File: src/rtl/dltq_pkg.sv
`timescale 1ns / 1ps
// ----------------------------------------------------------------------------
// dltq_pkg
// Shared types, codes and helpers of the delta list timer queue.
// ----------------------------------------------------------------------------
package dltq_pkg;

  localparam int unsigned NUM_SLOTS = 16;
  localparam int unsigned IDX_W     = $clog2(NUM_SLOTS);
  localparam int unsigned PTR_W     = IDX_W + 1;
  localparam logic [PTR_W-1:0] NULL_PTR = PTR_W'(NUM_SLOTS);

  localparam logic [1:0] CMD_PRIME  = 2'd0;
  localparam logic [1:0] CMD_CANCEL = 2'd1;

  localparam logic [1:0] KIND_PRIME  = 2'd0;
  localparam logic [1:0] KIND_CANCEL = 2'd1;
  localparam logic [1:0] KIND_FIRED  = 2'd2;
  localparam logic [1:0] KIND_CHECK  = 2'd3;

  typedef struct packed {
    logic [1:0]  command;
    logic [3:0]  timer_id;
    logic [31:0] ref_value;
    logic [31:0] delay;
    logic [31:0] now_time;
  } req_t;

  typedef struct packed {
    logic [1:0]  kind;
    logic [3:0]  slot;
    logic [31:0] slot_ref;
    logic        flag;
    logic [31:0] next_timeout;
    logic        has_next;
    logic        last;
  } res_t;

  typedef enum logic [3:0] {
    OP_NONE, OP_LOAD, OP_STEP, OP_UNLINK, OP_CU_INIT, OP_CU_STEP,
    OP_INS_INIT, OP_INS_STEP, OP_INS_DONE, OP_PRIME_NOP, OP_CAN_HIT,
    OP_CAN_MISS, OP_FIRE, OP_CHECK_DONE
  } dp_op_e;

  typedef enum logic [3:0] {
    ST_IDLE, ST_DISPATCH, ST_UNL, ST_CU_INIT, ST_CU, ST_INS_INIT, ST_INS,
    ST_CAN, ST_FIRE
  } ctl_state_e;

  typedef struct packed {
    logic [1:0] cmd;
    logic       delay_zero;
    logic       id_armed;
    logic       head_null;
    logic       cur_null;
    logic       cur_is_id;
    logic       ref_hit;
    logic       cu_last;
    logic       ins_stop;
    logic       fire_ok;
  } dp_stat_t;

  function automatic logic [31:0] clamp_gap(logic [31:0] v, logic [15:0] gap);
    return (v < {16'd0, gap}) ? {16'd0, gap} : v;
  endfunction

  function automatic logic [31:0] sat_add(logic [31:0] a, logic [31:0] b);
    logic [32:0] s;
    s = {1'b0, a} + {1'b0, b};
    return s[32] ? 32'hFFFF_FFFF : s[31:0];
  endfunction

endpackage

File: src/rtl/dltq_ctrl.sv
`timescale 1ns / 1ps
// ----------------------------------------------------------------------------
// dltq_ctrl
// Sequencer: walks the slot list one entry per cycle and issues datapath ops.
// ----------------------------------------------------------------------------
module dltq_ctrl import dltq_pkg::*; (
  input  logic     clk_i,
  input  logic     rst_ni,
  input  logic     start_i,
  output logic     busy_o,
  input  dp_stat_t stat_i,
  output dp_op_e   op_o
);

  ctl_state_e state_q, state_d;

  always_ff @(posedge clk_i or negedge rst_ni) begin
    if (!rst_ni) begin
      state_q <= ST_IDLE;
    end else begin
      state_q <= state_d;
    end
  end

  assign busy_o = (state_q != ST_IDLE);

  always_comb begin
    state_d = state_q;
    op_o    = OP_NONE;
    unique case (state_q)
      ST_IDLE: begin
        if (start_i) begin
          op_o    = OP_LOAD;
          state_d = ST_DISPATCH;
        end
      end
      ST_DISPATCH: begin
        if (stat_i.cmd == CMD_PRIME) begin
          if (stat_i.delay_zero) begin
            op_o    = OP_PRIME_NOP;
            state_d = ST_IDLE;
          end else if (stat_i.id_armed) begin
            state_d = ST_UNL;
          end else begin
            state_d = ST_CU_INIT;
          end
        end else if (stat_i.cmd == CMD_CANCEL) begin
          state_d = ST_CAN;
        end else if (stat_i.head_null) begin
          op_o    = OP_CHECK_DONE;
          state_d = ST_IDLE;
        end else begin
          state_d = ST_CU_INIT;
        end
      end
      ST_UNL: begin
        if (stat_i.cur_null) begin
          state_d = ST_CU_INIT;
        end else if (stat_i.cur_is_id) begin
          op_o    = OP_UNLINK;
          state_d = ST_CU_INIT;
        end else begin
          op_o = OP_STEP;
        end
      end
      ST_CU_INIT: begin
        op_o    = OP_CU_INIT;
        state_d = ST_CU;
      end
      ST_CU: begin
        op_o = OP_CU_STEP;
        if (stat_i.cu_last) begin
          state_d = (stat_i.cmd == CMD_PRIME) ? ST_INS_INIT : ST_FIRE;
        end
      end
      ST_INS_INIT: begin
        op_o    = OP_INS_INIT;
        state_d = ST_INS;
      end
      ST_INS: begin
        if (stat_i.ins_stop) begin
          op_o    = OP_INS_DONE;
          state_d = ST_IDLE;
        end else begin
          op_o = OP_INS_STEP;
        end
      end
      ST_CAN: begin
        if (stat_i.cur_null) begin
          op_o    = OP_CAN_MISS;
          state_d = ST_IDLE;
        end else if (stat_i.ref_hit) begin
          op_o    = OP_CAN_HIT;
          state_d = ST_IDLE;
        end else begin
          op_o = OP_STEP;
        end
      end
      ST_FIRE: begin
        if (stat_i.fire_ok) begin
          op_o = OP_FIRE;
        end else begin
          op_o    = OP_CHECK_DONE;
          state_d = ST_IDLE;
        end
      end
      default: begin
        state_d = ST_IDLE;
      end
    endcase
  end

endmodule

File: src/rtl/dltq_dpath.sv
`timescale 1ns / 1ps
// ----------------------------------------------------------------------------
// dltq_dpath
// Slot store, list pointers, catch-up and insert arithmetic, result register.
// ----------------------------------------------------------------------------
module dltq_dpath import dltq_pkg::*; (
  input  logic        clk_i,
  input  logic        rst_ni,
  input  logic        cfg_we_i,
  input  logic [15:0] cfg_wdata_i,
  input  req_t        req_i,
  input  dp_op_e      op_i,
  output dp_stat_t    stat_o,
  output res_t        res_o,
  output logic        res_valid_o
);

  logic [31:0]      delta_q [NUM_SLOTS];
  logic [PTR_W-1:0] next_q  [NUM_SLOTS];
  logic [31:0]      refv_q  [NUM_SLOTS];
  logic [NUM_SLOTS-1:0] armed_q;

  req_t             req_q;
  logic [PTR_W-1:0] cur_q, prev_q, head_q;
  logic [31:0]      off_q, d_q, lut_q;
  logic [15:0]      gap_q;
  res_t             res_q;
  logic             res_valid_q;

  logic [IDX_W-1:0] cur_idx, nx_idx, head_idx, prev_idx, id_idx;
  logic [31:0]      dcur, dnx, dhead, off_rem;
  logic [PTR_W-1:0] ncur;
  logic             cur_null, prev_null, head_null;

  assign cur_idx   = cur_q[IDX_W-1:0];
  assign prev_idx  = prev_q[IDX_W-1:0];
  assign head_idx  = head_q[IDX_W-1:0];
  assign id_idx    = req_q.timer_id[IDX_W-1:0];
  assign dcur      = delta_q[cur_idx];
  assign ncur      = next_q[cur_idx];
  assign nx_idx    = ncur[IDX_W-1:0];
  assign dnx       = delta_q[nx_idx];
  assign dhead     = delta_q[head_idx];
  assign cur_null  = (cur_q == NULL_PTR);
  assign prev_null = (prev_q == NULL_PTR);
  assign head_null = (head_q == NULL_PTR);
  assign off_rem   = off_q - dcur;

  always_comb begin
    stat_o.cmd        = req_q.command;
    stat_o.delay_zero = (req_q.delay == 32'd0);
    stat_o.id_armed   = armed_q[id_idx];
    stat_o.head_null  = head_null;
    stat_o.cur_null   = cur_null;
    stat_o.cur_is_id  = (cur_q == {1'b0, req_q.timer_id});
    stat_o.ref_hit    = (refv_q[cur_idx] == req_q.ref_value);
    stat_o.cu_last    = cur_null || (dcur >= off_q) || (off_rem <= {16'd0, gap_q});
    stat_o.ins_stop   = cur_null || (d_q < dcur);
    stat_o.fire_ok    = !head_null && (dhead <= {16'd0, gap_q});
  end

  // slot store
  always_ff @(posedge clk_i) begin
    case (op_i)
      OP_UNLINK, OP_CAN_HIT: begin
        if (ncur != NULL_PTR) delta_q[nx_idx] <= sat_add(dnx, dcur);
        if (!prev_null) next_q[prev_idx] <= ncur;
        next_q[cur_idx] <= NULL_PTR;
      end
      OP_CU_STEP: begin
        if (!cur_null) begin
          delta_q[cur_idx] <= (dcur >= off_q) ? clamp_gap(dcur - off_q, gap_q)
                                              : {16'd0, gap_q};
        end
      end
      OP_INS_DONE: begin
        delta_q[id_idx] <= d_q;
        next_q[id_idx]  <= cur_q;
        refv_q[id_idx]  <= req_q.ref_value;
        if (!prev_null) next_q[prev_idx] <= {1'b0, req_q.timer_id};
        if (!cur_null) delta_q[cur_idx] <= clamp_gap(dcur - d_q, gap_q);
      end
      OP_FIRE: begin
        next_q[head_idx] <= NULL_PTR;
      end
      default: ;
    endcase
  end

  // working registers and results
  always_ff @(posedge clk_i or negedge rst_ni) begin
    if (!rst_ni) begin
      armed_q     <= '0;
      head_q      <= NULL_PTR;
      lut_q       <= 32'd0;
      gap_q       <= 16'd4;
      cur_q       <= NULL_PTR;
      prev_q      <= NULL_PTR;
      off_q       <= 32'd0;
      d_q         <= 32'd0;
      req_q       <= '0;
      res_q       <= '0;
      res_valid_q <= 1'b0;
    end else begin
      if (cfg_we_i) gap_q <= cfg_wdata_i;
      res_valid_q <= 1'b0;
      case (op_i)
        OP_LOAD: begin
          req_q  <= req_i;
          cur_q  <= head_q;
          prev_q <= NULL_PTR;
        end
        OP_STEP: begin
          prev_q <= cur_q;
          cur_q  <= ncur;
        end
        OP_UNLINK, OP_CAN_HIT: begin
          if (prev_null) head_q <= ncur;
          armed_q[cur_idx] <= 1'b0;
          if (op_i == OP_CAN_HIT) begin
            res_q       <= '{KIND_CANCEL, cur_q[3:0], req_q.ref_value, 1'b1, 32'd0,
                             1'b0, 1'b1};
            res_valid_q <= 1'b1;
          end
        end
        OP_CU_INIT: begin
          off_q <= req_q.now_time - lut_q;
          cur_q <= head_q;
        end
        OP_CU_STEP: begin
          if (!cur_null && dcur < off_q) begin
            off_q <= off_rem;
            cur_q <= ncur;
          end
          if (stat_o.cu_last) lut_q <= req_q.now_time;
        end
        OP_INS_INIT: begin
          cur_q  <= head_q;
          prev_q <= NULL_PTR;
          d_q    <= req_q.delay;
        end
        OP_INS_STEP: begin
          d_q    <= clamp_gap(d_q - dcur, gap_q);
          prev_q <= cur_q;
          cur_q  <= ncur;
        end
        OP_INS_DONE: begin
          if (prev_null) head_q <= {1'b0, req_q.timer_id};
          armed_q[id_idx] <= 1'b1;
          res_q       <= '{KIND_PRIME, req_q.timer_id, 32'd0, 1'b1, 32'd0, 1'b0, 1'b1};
          res_valid_q <= 1'b1;
        end
        OP_PRIME_NOP: begin
          res_q       <= '{KIND_PRIME, req_q.timer_id, 32'd0, armed_q[id_idx], 32'd0,
                           1'b0, 1'b1};
          res_valid_q <= 1'b1;
        end
        OP_CAN_MISS: begin
          res_q       <= '{KIND_CANCEL, 4'd0, req_q.ref_value, 1'b0, 32'd0, 1'b0, 1'b1};
          res_valid_q <= 1'b1;
        end
        OP_FIRE: begin
          head_q            <= next_q[head_idx];
          armed_q[head_idx] <= 1'b0;
          res_q       <= '{KIND_FIRED, head_q[3:0], refv_q[head_idx], 1'b0, 32'd0,
                           1'b0, 1'b0};
          res_valid_q <= 1'b1;
        end
        OP_CHECK_DONE: begin
          res_q       <= '{KIND_CHECK, 4'd0, 32'd0, 1'b0,
                           head_null ? 32'd0 : dhead, !head_null, 1'b1};
          res_valid_q <= 1'b1;
        end
        default: ;
      endcase
    end
  end

  assign res_o       = res_q;
  assign res_valid_o = res_valid_q;

endmodule

File: src/rtl/delta_list_timer_queue_core.sv
`timescale 1ns / 1ps
// ----------------------------------------------------------------------------
// delta_list_timer_queue_core
// Timer slots kept as a sorted delta list with prime, cancel and check.
// ----------------------------------------------------------------------------
// channel   signals                     handshake
// request   start, req_i                taken when start high and busy low
// result    res_valid_o, res_o          one cycle per result, cannot be held
// config    cfg_we_i, cfg_wdata_i       min_gap written when cfg_we_i high
//
// One list entry is visited per cycle by the sequencer walking the slot list.
// Prime: unlink walk (when the id is armed), catch-up, then insert; zero delay
// skips all three. Cancel: search by ref. Check: catch-up, one result per fired timer.
// Reset leaves the list empty, min_gap 4; results leave without stall.
// ----------------------------------------------------------------------------
module delta_list_timer_queue_core import dltq_pkg::*; (
  input  logic        clk_i,
  input  logic        rst_ni,
  input  logic        start,
  output logic        busy,
  input  req_t        req_i,
  output res_t        res_o,
  output logic        res_valid_o,
  input  logic        cfg_we_i,
  input  logic [15:0] cfg_wdata_i
);

  dp_stat_t stat;
  dp_op_e   op;

  dltq_ctrl u_ctrl (
    .clk_i   (clk_i),
    .rst_ni  (rst_ni),
    .start_i (start),
    .busy_o  (busy),
    .stat_i  (stat),
    .op_o    (op)
  );

  dltq_dpath u_dpath (
    .clk_i       (clk_i),
    .rst_ni      (rst_ni),
    .cfg_we_i    (cfg_we_i),
    .cfg_wdata_i (cfg_wdata_i),
    .req_i       (req_i),
    .op_i        (op),
    .stat_o      (stat),
    .res_o       (res_o),
    .res_valid_o (res_valid_o)
  );

  a_last_ends: assert property (@(posedge clk_i) disable iff (!rst_ni)
    res_valid_o && res_o.last |-> !busy) else $error("final result while busy");

  a_more_follows: assert property (@(posedge clk_i) disable iff (!rst_ni)
    res_valid_o && !res_o.last |-> busy) else $error("idle before final result");

  a_fired_not_last: assert property (@(posedge clk_i) disable iff (!rst_ni)
    res_valid_o && res_o.kind == KIND_FIRED |-> !res_o.last)
    else $error("fired result marked last");

  a_start_busy: assert property (@(posedge clk_i) disable iff (!rst_ni)
    start && !busy |=> busy) else $error("request not taken");

endmodule

File: config.mk
export PLATFORM = sky130hd
export DESIGN_NAME = delta_list_timer_queue_core
export DESIGN_NICKNAME = d
export VERILOG_FILES = /design/src/rtl/dltq_pkg.sv /design/src/rtl/dltq_ctrl.sv /design/src/rtl/dltq_dpath.sv /design/src/rtl/delta_list_timer_queue_core.sv
export SDC_FILE = /design/constraint.sdc
export NUM_CORES = 2
export LEC_CHECK = 0
export BUFFER_PORTS_ARGS = -buffer_cell sky130_fd_sc_hd__buf_2
export CELL_PAD_IN_SITES_DETAIL_PLACEMENT = 1
export CELL_PAD_IN_SITES_GLOBAL_PLACEMENT = 1
export CORE_MARGIN = 2
export CORE_UTILIZATION = 50
export CTS_BUF_LIST = sky130_fd_sc_hd__clkbuf_4 sky130_fd_sc_hd__clkbuf_8
export DETAILED_ROUTE_END_ITERATION = 8
export MAX_ROUTING_LAYER = met4
export PLACE_DENSITY_LB_ADDON = 0.12
export SETUP_SLACK_MARGIN = 0.02
export SLEW_MARGIN = 20
export SYNTH_ARGS = -nofsm -noshare
export SYNTH_HDL_FRONTEND = slang
export SYNTH_SLANG_ARGS = --single-unit
File: constraint.sdc
create_clock -name clk_i -period 10.06 [get_ports clk_i]
set_input_delay 1.006 -clock clk_i [delete_from_list [all_inputs] [get_ports clk_i]]
set_output_delay 1.006 -clock clk_i [all_outputs]
set_load 0.01 [all_outputs]
==> Word level (Yosys, flattened, before mapping) <==
Memories as Yosys holds them, arrays and structs flattened.
Cells that the tools add are included.
{ "word_totals": {"ff_bits": 323, "ram_bits": 1104, "inputBits": 122, "n_memories": 3} }
{ "classes": {"add_sub_neg": 6, "n_lt_le_gt_ge": 14, "n_eq_ne": 40, "mux": 85, "bitwise": 13, "reduce_logical": 34} }
{ "mem_list": {"columns": ["name", "depth", "word_bits", "rd", "rd_ports_with_merged_regs", "write_ports", "line", "rtl"], "rows": [
  ["u_dpath.delta_q", 16, 32, 3, 0, 2, "dltq_dpath.sv:18", "logic [31:0] delta_q [NUM_SLOTS];"],
  ["u_dpath.refv_q", 16, 32, 2, 0, 1, "dltq_dpath.sv:20", "logic [31:0] refv_q [NUM_SLOTS];"],
  ["u_dpath.next_q", 16, 5, 2, 0, 2, "dltq_dpath.sv:19", "logic [PTR_W-1:0] next_q [NUM_SLOTS];"]
]} }
{ "op_table": {"columns": ["cell", "count"], "rows": [
  ["$pmux 73 s6", 1],
  ["$mux 32", 9],
  ["$sub 32x32->32", 5],
  ["$pmux 32 s2", 2],
  ["$lt 32x16->1", 3],
  ["$mux 4", 23],
  ["$mux 73", 1],
  ["$pmux 4 s9", 2],
  ["$le 32x16->1", 2],
  ["$lt 32x32->1", 2],
  ["$pmux 16 s3", 1],
  ["$add 32x32->33", 1],
  ["$and 16x16->16", 2],
  ["$eq 32x32->1", 1],
  ["$eq 4x3->1 const B", 8],
  ["$ge 32x32->1", 1],
  ["$logic_not 32->1", 1],
  ["$not 16->16", 2],
  ["$reduce_or 32->1", 1],
  ["$mux 1", 31],
  ["$mux 5", 6],
  ["$pmux 5 s3", 2],
  ["$eq 4x4->1 const B", 7],
  ["$eq 4x2->1 const B", 4],
  ["35 further kinds", 74]
]} }

==> Logic depth before layout (Yosys ltp) <==
{ "logic_depth": {"ltp_word": 13, "depth_mapped": 34} }

==> Cells and area by module <==
From an unflattened synthesis, not the netlist that was laid out.
{ "unflattened": {"cells_unflattened": 6515, "area_unflattened_um2": 88964.1} }
{ "by_module_without_submodules": {"columns": ["module", "n_inst", "cells_each", "area_each_um2"], "rows": [
  ["dltq_dpath", 1, 6445, 88458.6],
  ["dltq_ctrl", 1, 70, 505.5]
]} }

==> Least setup slack after synthesis <==
OpenSTA, ideal clock, no wires.
{ "synth_path": {"path_type": "reg-to-reg", "startpoint": "register u_dpath.cur_q[0]", "endpoint": "memory u_dpath.delta_q[0][0] (enable)", "setup_ns": 0.466, "t_arrival_ns": 8.918, "required_time_ns": 9.594, "setup_slack_ns": 0.677, "path_stages_with_launch": 24, "synth_period_minus_slack_ns": 9.383, "cell_sequence": "dfrtp_1 buf_2 buf_2 buf_2 buf_2 clkbuf_1 buf_1 buf_1 mux4_2 mux4_2 ha_1 clkbuf_1 a21oi_1 o21ai_0 a2111oi_0 a211oi_1 and2_1 buf_2 nor2_1 buf_2 nand4b_1 o21ai_1 a32oi_1 o21ai_0"} }
{ "synth_rtl": {"columns": ["element", "line", "rtl"], "rows": [
  ["start: declaration", "dltq_dpath.sv:24", "logic [PTR_W-1:0] cur_q, prev_q, head_q;"],
  ["start signal: assignment", "dltq_dpath.sv:110", "cur_q <= head_q;"],
  ["start signal: assignment", "dltq_dpath.sv:115", "cur_q <= ncur;"],
  ["start signal: assignment", "dltq_dpath.sv:128", "cur_q <= head_q;"],
  ["end: declaration", "dltq_dpath.sv:18", null]
]} }

==> results.md <==
* Status: complete, no violations
* Cts repair resizes at 0
* TritonCTS Buffers at 277
* Routed len/inst at 34.2 microns
* Critical Path Source Type: flop
* Drt total wl at 326000 microns
* Share of flip-flops with an asynchronous set or reset at 0.226
* Final period util at 0.892
* Multi-input logic area at 45500 sq um
* Setup Crit Path Kind: flop to flop
* Synth-to-Final Area Change at 10.2%
* Synth cell count leaders: edfxtp_1, mux4_2, nand2_1
* Adder-cell share of the synthesized area at 0.0386
* DIE HEIGHT at 427 microns
* I/O Pins at 197
* H-tree Lvls at 5
* CTS Hold Bufs at 1
* Yosys reg bits at 1427
* Largest family of logic cells by synthesized area: multiplexers
* Layout cells sized above 1 at 0.303
* Post-Synth XOR/XNOR Area at 0.0200
* Seq/Total Area, Yosys at 0.461
* Leading area contributor after synthesis: edfxtp_1
* Detailed-route vias per instance at 6.97
* CTS sink count at 1427
* Initial core utilization at 0.502
* GRT Overall Usage at 0.367
* Initial antenna violation count at 17
* Final Wtd Congestion at 0.962
* Setup TNS at 0 ns
* Fillers at 17600
* Postcts setup bufs at 0
* Fin. max-slew vios at 0
* Post-Layout Cell Count at 9522
* Synth Area in Compound Gates at 0.104
* DR DRC count at 0
* Worst Hold Class: input pin to flop
* F_max at 111 MHz
* RSZ-0062 raised after global routing: no
* Worst-case clock buffer depth at 4
* 1st-iter DRT viols at 8080
* TritonCTS clock tree: built
* Worst-Skew Late Latency at 1.11 ns
* First-pass GRT wire length at 471000 microns
* Delay-heaviest family, CP: compound AO/OA/AOI/OAI gates
* Largest net degree at the start of global routing at 92
* Row cnt at 155
* Final hold vios at 0
* Register Area at 41300 sq um
* Arrival time at the worst endpoint at 9.91 ns
* Global route overflow at 0
* Final Setup Violations at 0
* Synth top area share at 0.371
* Inst Count DP at 9039
* Simple-Gate Fraction of Synth Area at 0.0685
* Slowest cell on crit path: dfrtp_4
* HPWL Detailed at 218000 microns
* Final ANT Viol Nets at 0
* CP Data Required Time at 11.00 ns
* Final core occ at 0.553
* Core area at 178000 sq um
* Crit. End Element: flop
* Slew margin rel. at 0.118
* Avg Inst Size Synth at 13.0 sq um
* Mapped Area at 89400 sq um
* Count leader, synth: edfxtp_1
* Yosys warning total at 0
* Syn Nets at 7246
* Clock-pin slew on the worst setup and hold paths at 0.06 ns
* CTS Root Cell: clkbuf_8
* Post-synth EDFFs at 1104
* Post-synthesis mux area share at 0.273
* Die Footprint at 182000 sq um
* Yosys cell types at 99
* Final Net Count at 7359
* Max-capacitance violation count at 0
* Dominant cells by area after synthesis: edfxtp_1, mux4_2, dfrtp_1
* Die width at 427 microns
* Routed via count at 66300
* Synth Instances at 6852
* Ys flop type: edfxtp_1
* First-pass detailed-route iteration total at 8
* Slowest stage delay, CP at 0.99 ns
* Crit Path Max Fanout at 42
* Worst-Margin Slew at 1.31 ns
* Post-route minimum period at 8.98 ns
* Vias in the first global route at 68200
* Critical path cell sequence: buf_4 > mux4_2 > mux4_2 > ha_1 > a211oi_1 > nor2_1 > nor3_1 > o22ai_1 > a311o_1 > xnor2_1 > ha_1 > a21oi_1 > nor2b_1 > a2111oi_0 > nand4b_1 > nor4_4 > nand2b_1 > o221ai_1 > a22oi_2 > mux2_2
* Clk_skew at 0.114 ns
* Buf+Inv Stages, Crit Path at 1
* IO Port Bufs at 196
==> final cells by class <==
type                       instances  area share
antenna                           16    0.000406
multi-input combinational       4653       0.462
sequential                      1427       0.419
tap                             2355      0.0299
clock buffer                     369      0.0468
clock inverter                    96     0.00724
inverter                         204     0.00777
timing repair buffer             402      0.0273
==> per-stage QoR <==
step | hold slack [ns] | setup WS, ns | instance area, sq um
2_1_floorplan | 0.463 | 0.677 | 89400
3_3_place_gp | 0.457 | 1.38 | 93100
3_5_place_dp | 0.470 | 1.30 | 93100
4_1_cts | 0.0837 | 1.27 | 98500
5_1_grt | 0.128 | 0.543 | 98500
6_report | 0.138 | 1.08 | 98500
==> placed cells by master, fill, tap and decap left out, types with 21 or more instances in the layout <==
cell	instances
o21bai_1	33
clkinv_2	31
xnor2_1	133
clkbuf_8	295
a221oi_1	41
and2_1	29
nor2b_1	43
nand3_1	51
buf_4	194
nand4_1	50
edfxtp_1	1104
o21a_1	35
nor3_1	74
mux2i_1	194
nor4_1	36
dfrtp_1	311
a31oi_1	56
o22ai_1	64
xor2_1	71
a21o_1	121
nand2_1	579
nor2_1	296
o21ai_0	452
nand2b_1	39
o31ai_1	21
a22oi_1	43
inv_1	201
a211oi_1	49
a22o_1	50
mux4_2	789
clkinv_1	45
or2_2	21
mux2_2	410
buf_2	195
a21oi_1	257
or3_1	21
ha_1	266
clkbuf_4	74
==> registers in the layout, summed over array words and instances (netlist names), 16 cells and up <==
signal and cells:
u_dpath.delta_q 512, u_dpath.refv_q 512, u_dpath.req_q 96, u_dpath.next_q 80, u_dpath.res_o 73, u_dpath.d_q 32
u_dpath.lut_q 32, u_dpath.off_q 32, u_dpath.armed_q 16, u_dpath.gap_q 16
==> routing by layer <==
layer | vias up | part of all wire | track usage
met1 | 34700 | 0.40 | 0.489
met3 | 795 | 0.094 | 0.0699
li1 | 27200 | - | -
met5 | - | 0 | -
met2 | 3657 | 0.47 | 0.555
met4 | 0 | 0.043 | 0.147
==> final timing paths <==
check | startpoint | end | slack [ns] | cells after the start
max in group asynchronous | rst_ni | u_dpath.req_q[77] | 7.72 | 4
worst min register to register | u_dpath.res_o[44] | u_dpath.res_o[44] | 0.48 | 2
worst min-delay path | req_i[67] | u_dpath.req_q[67] | 0.14 | 2
worst max-delay path | u_dpath.cur_q[0] | u_dpath.delta_q[14][8] | 1.08 | 20
worst max register to register | u_dpath.cur_q[0] | u_dpath.delta_q[14][8] | 1.08 | 20
min in group asynchronous | rst_ni | u_dpath.gap_q[6] | 0.47 | 2
==> kinds of logic (layout without fill, tap and decap cells) <==
kind of cell | after synthesis | after routing
AOI/OAI and AO/OA | 1447 | 1447
adders and majority gates | 272 | 272
other | 0 | 16
and+or+nand+nor | 1334 | 1334
buffers and inverters | 772 | 1071
DFF | 1427 | 1427
muxes | 1396 | 1396
xor gates and xnor gates | 204 | 204
Power is not shown: default switching activity piles up to over one toggle a cycle in this logic, so the estimate is an artifact.
